## src/rtl/kpib_pkg.sv

```systemverilog
// ----------------------------------------------------------------------------
// kpib_pkg
// Shared widths, codes and controller/datapath handshake types for the
// k-mer position index builder.
// ----------------------------------------------------------------------------
package kpib_pkg;

    // default sizes handed to the top level
    localparam int MAX_KMER_DEF = 6;
    localparam int BUCKETS_DEF  = 4096;
    localparam int SLOTS_DEF    = 8;
    localparam int POS_BITS_DEF = 16;

    // fixed field widths
    localparam int CMD_W      = 2;
    localparam int BASE_W     = 2;
    localparam int CODE_W     = 12;
    localparam int SLOT_W     = 3;
    localparam int CNT_OUT_W  = 4;
    localparam int POS_OUT_W  = 16;
    localparam int KLEN_W     = 3;
    localparam int LIMIT_W    = 4;
    localparam int CFG_IDX_W  = 4;
    localparam int CFG_DATA_W = 4;

    localparam logic [KLEN_W-1:0]  KLEN_RST  = 3'd6;
    localparam logic [LIMIT_W-1:0] LIMIT_RST = 4'd8;

    typedef enum logic [CMD_W-1:0] {
        CMD_PUSH  = 2'd0,
        CMD_CLEAR = 2'd1,
        CMD_READ  = 2'd2,
        CMD_NOP   = 2'd3
    } t_cmd;

    typedef enum logic [CFG_IDX_W-1:0] {
        REG_KMER_LENGTH  = 4'd0,
        REG_BUCKET_LIMIT = 4'd1
    } t_reg_idx;

    // controller -> datapath
    typedef struct packed {
        logic accept;     // latch request, advance roller, launch lookups
        logic finish;     // complete lookup, update memories, load result
        logic emit_zero;  // load an all-zero result
        logic clr_step;   // zero one count entry, advance sweep
    } t_ctrl_cmd;

    // datapath -> controller
    typedef struct packed {
        logic is_clear;   // latched request is a clear
        logic out_free;   // result register can take a new result
        logic clr_last;   // sweep is at the last bucket
    } t_dp_status;

endpackage

```

## src/rtl/kpib_ctrl.sv

```systemverilog
// ----------------------------------------------------------------------------
// kpib_ctrl
// Sequencer: count-memory sweep, request accept, lookup completion, result.
// ----------------------------------------------------------------------------
module kpib_ctrl import kpib_pkg::*; (
    input  logic       i_clk,
    input  logic       i_rst_n,
    input  logic       i_in_valid,
    input  t_dp_status i_status,
    output logic       o_in_ready,
    output t_ctrl_cmd  o_cmd
);

    typedef enum logic [4:0] {
        S_INIT  = 5'b00001,
        S_IDLE  = 5'b00010,
        S_LOOK  = 5'b00100,
        S_CLEAR = 5'b01000,
        S_EMIT  = 5'b10000
    } t_state;

    t_state r_state;
    t_state n_state;

    always_comb begin
        n_state    = r_state;
        o_cmd      = '0;
        o_in_ready = 1'b0;
        unique case (r_state)
            S_INIT: begin
                o_cmd.clr_step = 1'b1;
                if (i_status.clr_last) begin
                    n_state = S_IDLE;
                end
            end
            S_IDLE: begin
                o_in_ready = 1'b1;
                if (i_in_valid) begin
                    o_cmd.accept = 1'b1;
                    n_state      = S_LOOK;
                end
            end
            S_LOOK: begin
                if (i_status.is_clear) begin
                    n_state = S_CLEAR;
                end else if (i_status.out_free) begin
                    o_cmd.finish = 1'b1;
                    n_state      = S_IDLE;
                end
            end
            S_CLEAR: begin
                o_cmd.clr_step = 1'b1;
                if (i_status.clr_last) begin
                    n_state = S_EMIT;
                end
            end
            S_EMIT: begin
                if (i_status.out_free) begin
                    o_cmd.emit_zero = 1'b1;
                    n_state         = S_IDLE;
                end
            end
            default: begin
                n_state = S_INIT;
            end
        endcase
    end

    always_ff @(posedge i_clk) begin
        if (!i_rst_n) begin
            r_state <= S_INIT;
        end else begin
            r_state <= n_state;
        end
    end

endmodule

```

## config.mk

```make
export PLATFORM = sky130hd
export DESIGN_NAME = kpib_ctrl
export DESIGN_NICKNAME = d
export VERILOG_FILES = /design/src/rtl/kpib_pkg.sv /design/src/rtl/kpib_ctrl.sv
export SDC_FILE = /design/constraint.sdc
export NUM_CORES = 1
export LEC_CHECK = 0
export ABC_AREA = 1
export BUFFER_PORTS_ARGS = -buffer_cell sky130_fd_sc_hd__buf_2
export CAP_MARGIN = 20
export CORE_AREA = 10 10 47 49
export CTS_BUF_LIST = sky130_fd_sc_hd__clkbuf_16
export DETAILED_ROUTE_END_ITERATION = 12
export DIE_AREA = 0 0 57 59
export GPL_TIMING_DRIVEN = 1
export PLACE_DENSITY_LB_ADDON = 0.12
export SLEW_MARGIN = 20
export SYNTH_ARGS = -nofsm -noshare
export SYNTH_HDL_FRONTEND = slang
export SYNTH_SLANG_ARGS = --single-unit
```

## constraint.sdc

```tcl
create_clock -name i_clk -period 1.1 [get_ports i_clk]
set_input_delay 0 -clock i_clk [delete_from_list [all_inputs] [get_ports i_clk]]
set_output_delay 0 -clock i_clk [all_outputs]
set_load 0.03 [all_outputs]
```

==> metrics <==
status=finished, violations left; failing checks=negative setup slack; Post-Synthesis Cells=52; initial antenna violation count=0; Pins Over Slew Limit=0; most flop-heavy register=r_state; Synth Net Count=58; hold crit path type=primary input to flip-flop; share of layout cells above drive strength 1=61.3%; Static Leak=0.308 nW; fillers=155; clock network fraction of total power=37.9%; Avg Cell Area, Syn=6.69 µm²; Crit path top cell by count=buf_6; DP Cell Count=83; Max-cap violations=0; wire per inst=11.8 µm; CP top delay family=flip-flops; critical path's slowest cell=dfxtp_2; antenna viol nets, final=0; critical path capture point=o_in_ready; final core occ=47.0%; mapped cell area=348 µm²; Cell Chain, Critical Path=nor2_4, nand4_4, buf_6, inv_2, buf_6; final setup fails=9; post-layout min period=1.17 ns; Hold Slack=0.0274 ns; worst setup path startpoint=r_state[2]; Crit Path Class=flip-flop to output port; Total Power=0.00153 W; TritonRoute pass-1 iters=4; Ys Warns=0; Starting Density=24.8%; R2R Path Start=r_state[2]; Seq/Total Area, Yosys=28.8%; register share of total power=18.6%; CTS tree=yes; Final Hold Fails=0; f_max=854 MHz; Area Overhead vs Synth=89.2%; FF-to-FF path depth=7; number of global-route vias before repair=446; Slew Limit Headroom=89.3%; Pwr Density=2320 nW/µm²; cts hold-fix bufs=0; final wirelength=1070 µm; worst setup margin=-0.0712 ns; worst hold stages=3; clock transition at the registers of the reported paths=0.03 ns; nets=82; Yosys reg bits=5; port bufs=10; setup repair after global routing missed its margin=yes; Req. time, crit path=1.10 ns; Clock Latency Late Sink=0.22 ns; worst reg-to-reg setup slack=-0.05 ns; Largest regs=r_state x5; Worst Path Max Fanout=5; worst slew pin tran=0.161 ns; WP data arrival=1.17 ns; Sw Share=34.9%; DR vias=405; # rows=14; Num CTS Buffers=3; crit-path max cell delay=0.33 ns; Worst Setup Start Kind=flip-flop; CP bufs+invs=3; Final period util=106%; ant diodes=0; DR DRC count=0; placer congestion estimate=0.770; NetSw=0.000534 W; I/O pin total=11; reg2reg end=r_state[2]; DRT iter0 DRCs=1; Die X=57 µm; DP HPWL=813 µm; first-pass GRT wire length=1830 µm; VDD IR-drop max=1490 µV; skew final=0.00109 ns; Vias/cell=4.45; chip height=59 µm; largest buffer count on any clock path=2; Clock Tree Root=clkbuf_16; H-tree depth=1; Place WS=-0.0584 ns; core area=1400 µm²; largest net degree at the start of global routing=6; max FFs per register=5; CP endpoint kind=output port; non-filler cells, final=91; total gr overflow=0; Comb pwr share=43.5%; total stage count of the critical path=5; CTS sink cnt=5; die area=3360 µm²; Netlist cell types=17; all-layer global routing usage=6.65%; internal power=0.000995 W
-- worst min-delay path by stage --
stage | to | startpoint | slack, ns
2_1_floorplan | r_state[1] | i_rst_n | 0.14
3_3_place_gp | r_state[1] | i_rst_n | 0.26
3_5_place_dp | r_state[1] | i_rst_n | 0.26
4_1_cts | r_state[1] | i_rst_n | 0.03
5_1_grt | r_state[4] | i_rst_n | 0.05
6_report | r_state[1] | i_rst_n | 0.03
-- power by group through the flow --
stage | sequential, W | clock, W | combinational [W]
after floorplan | 0.000252 | 0 | 0.000336
after global placement | 0.000257 | 0 | 0.000502
after detailed placement | 0.000255 | 0 | 0.000493
after CTS | 0.000262 | 0.000591 | 0.000633
after global routing | 0.000290 | 0.000598 | 0.000726
final | 0.000284 | 0.000580 | 0.000666
-- synth_stat cells (all sizes together) --
cell type,instances,area (µm²)
o22ai,1,6.26
a21oi,3,18.8
nand4,4,43.8
nand3,4,20.0
nand2,6,30.0
o21ai,3,15.0
inv,12,45.1
dfxtp,5,100
nor2,13,61.3
nand3b,1,7.51
-- metrics by stage --
stage          instance area, µm²  TNS (ns)
3_5_place_dp                  455   -0.0716
4_1_cts                       619    -0.663
2_1_floorplan                 348         0
5_1_grt                       658     -1.14
6_report                      658    -0.393
3_3_place_gp                  455    -0.128
-- cells in the final DEF, fill, tap and decap left out, types with 2 or more instances in the layout --
cell       Yosys  routed
buf_2          0       5
nor2_4         1       4
buf_6          0       6
buf_4          0       8
clkbuf_16      0       3
o21ai_1        2       2
a21oi_2        1       2
nand3_1        4       3
nand2_1        5       4
inv_2          2       6
nor2_1        10       8
inv_1         10       6
nand4_4        0       2
dfxtp_2        0       3
-- what timing repair did --
item | CTS | global route
buffers inserted | 4 | 0
gates resized for setup | 19 | 13
pin swaps | 7 | 5
endpoints found under the setup margin | 9 | 10
-- layer usage --
metal	wire, µm	track usage [%]	vias up
met3	41	3.65	0
met1	442	7.22	183
met4	0	2.68	0
met2	586	10.5	10
met5	0	0	-
li1	-	-	212
-- cell families after synthesis --
group	count (synthesis)	synth area share (%)
AND/OR/NAND/NOR	28	46.8
flip-flops	5	28.8
AO/OA/AOI/OAI	7	11.5
buffers and inverters	12	13.0
-- worst reg2reg max path: stages, from the launching register on --
cell and delay (ns):
dfxtp_2 0.33, nor2_4 0.17, nand4_4 0.14, buf_6 0.15, nor2_4 0.09, a21oi_2 0.06
nand2_1 0.06, nor2_1 0.04
-- cell type report --
class	instances	area [µm²]	area share, %
multi-input combinational	35	251	38.2
timing repair buffer	19	153	23.2
sequential	5	108	16.3
clock buffer	3	75.1	11.4
inverter	12	47.5	7.22
tap	16	20.0	3.04
clock inverter	1	3.75	0.570
Note: power is estimated with default switching activity, not from simulation.
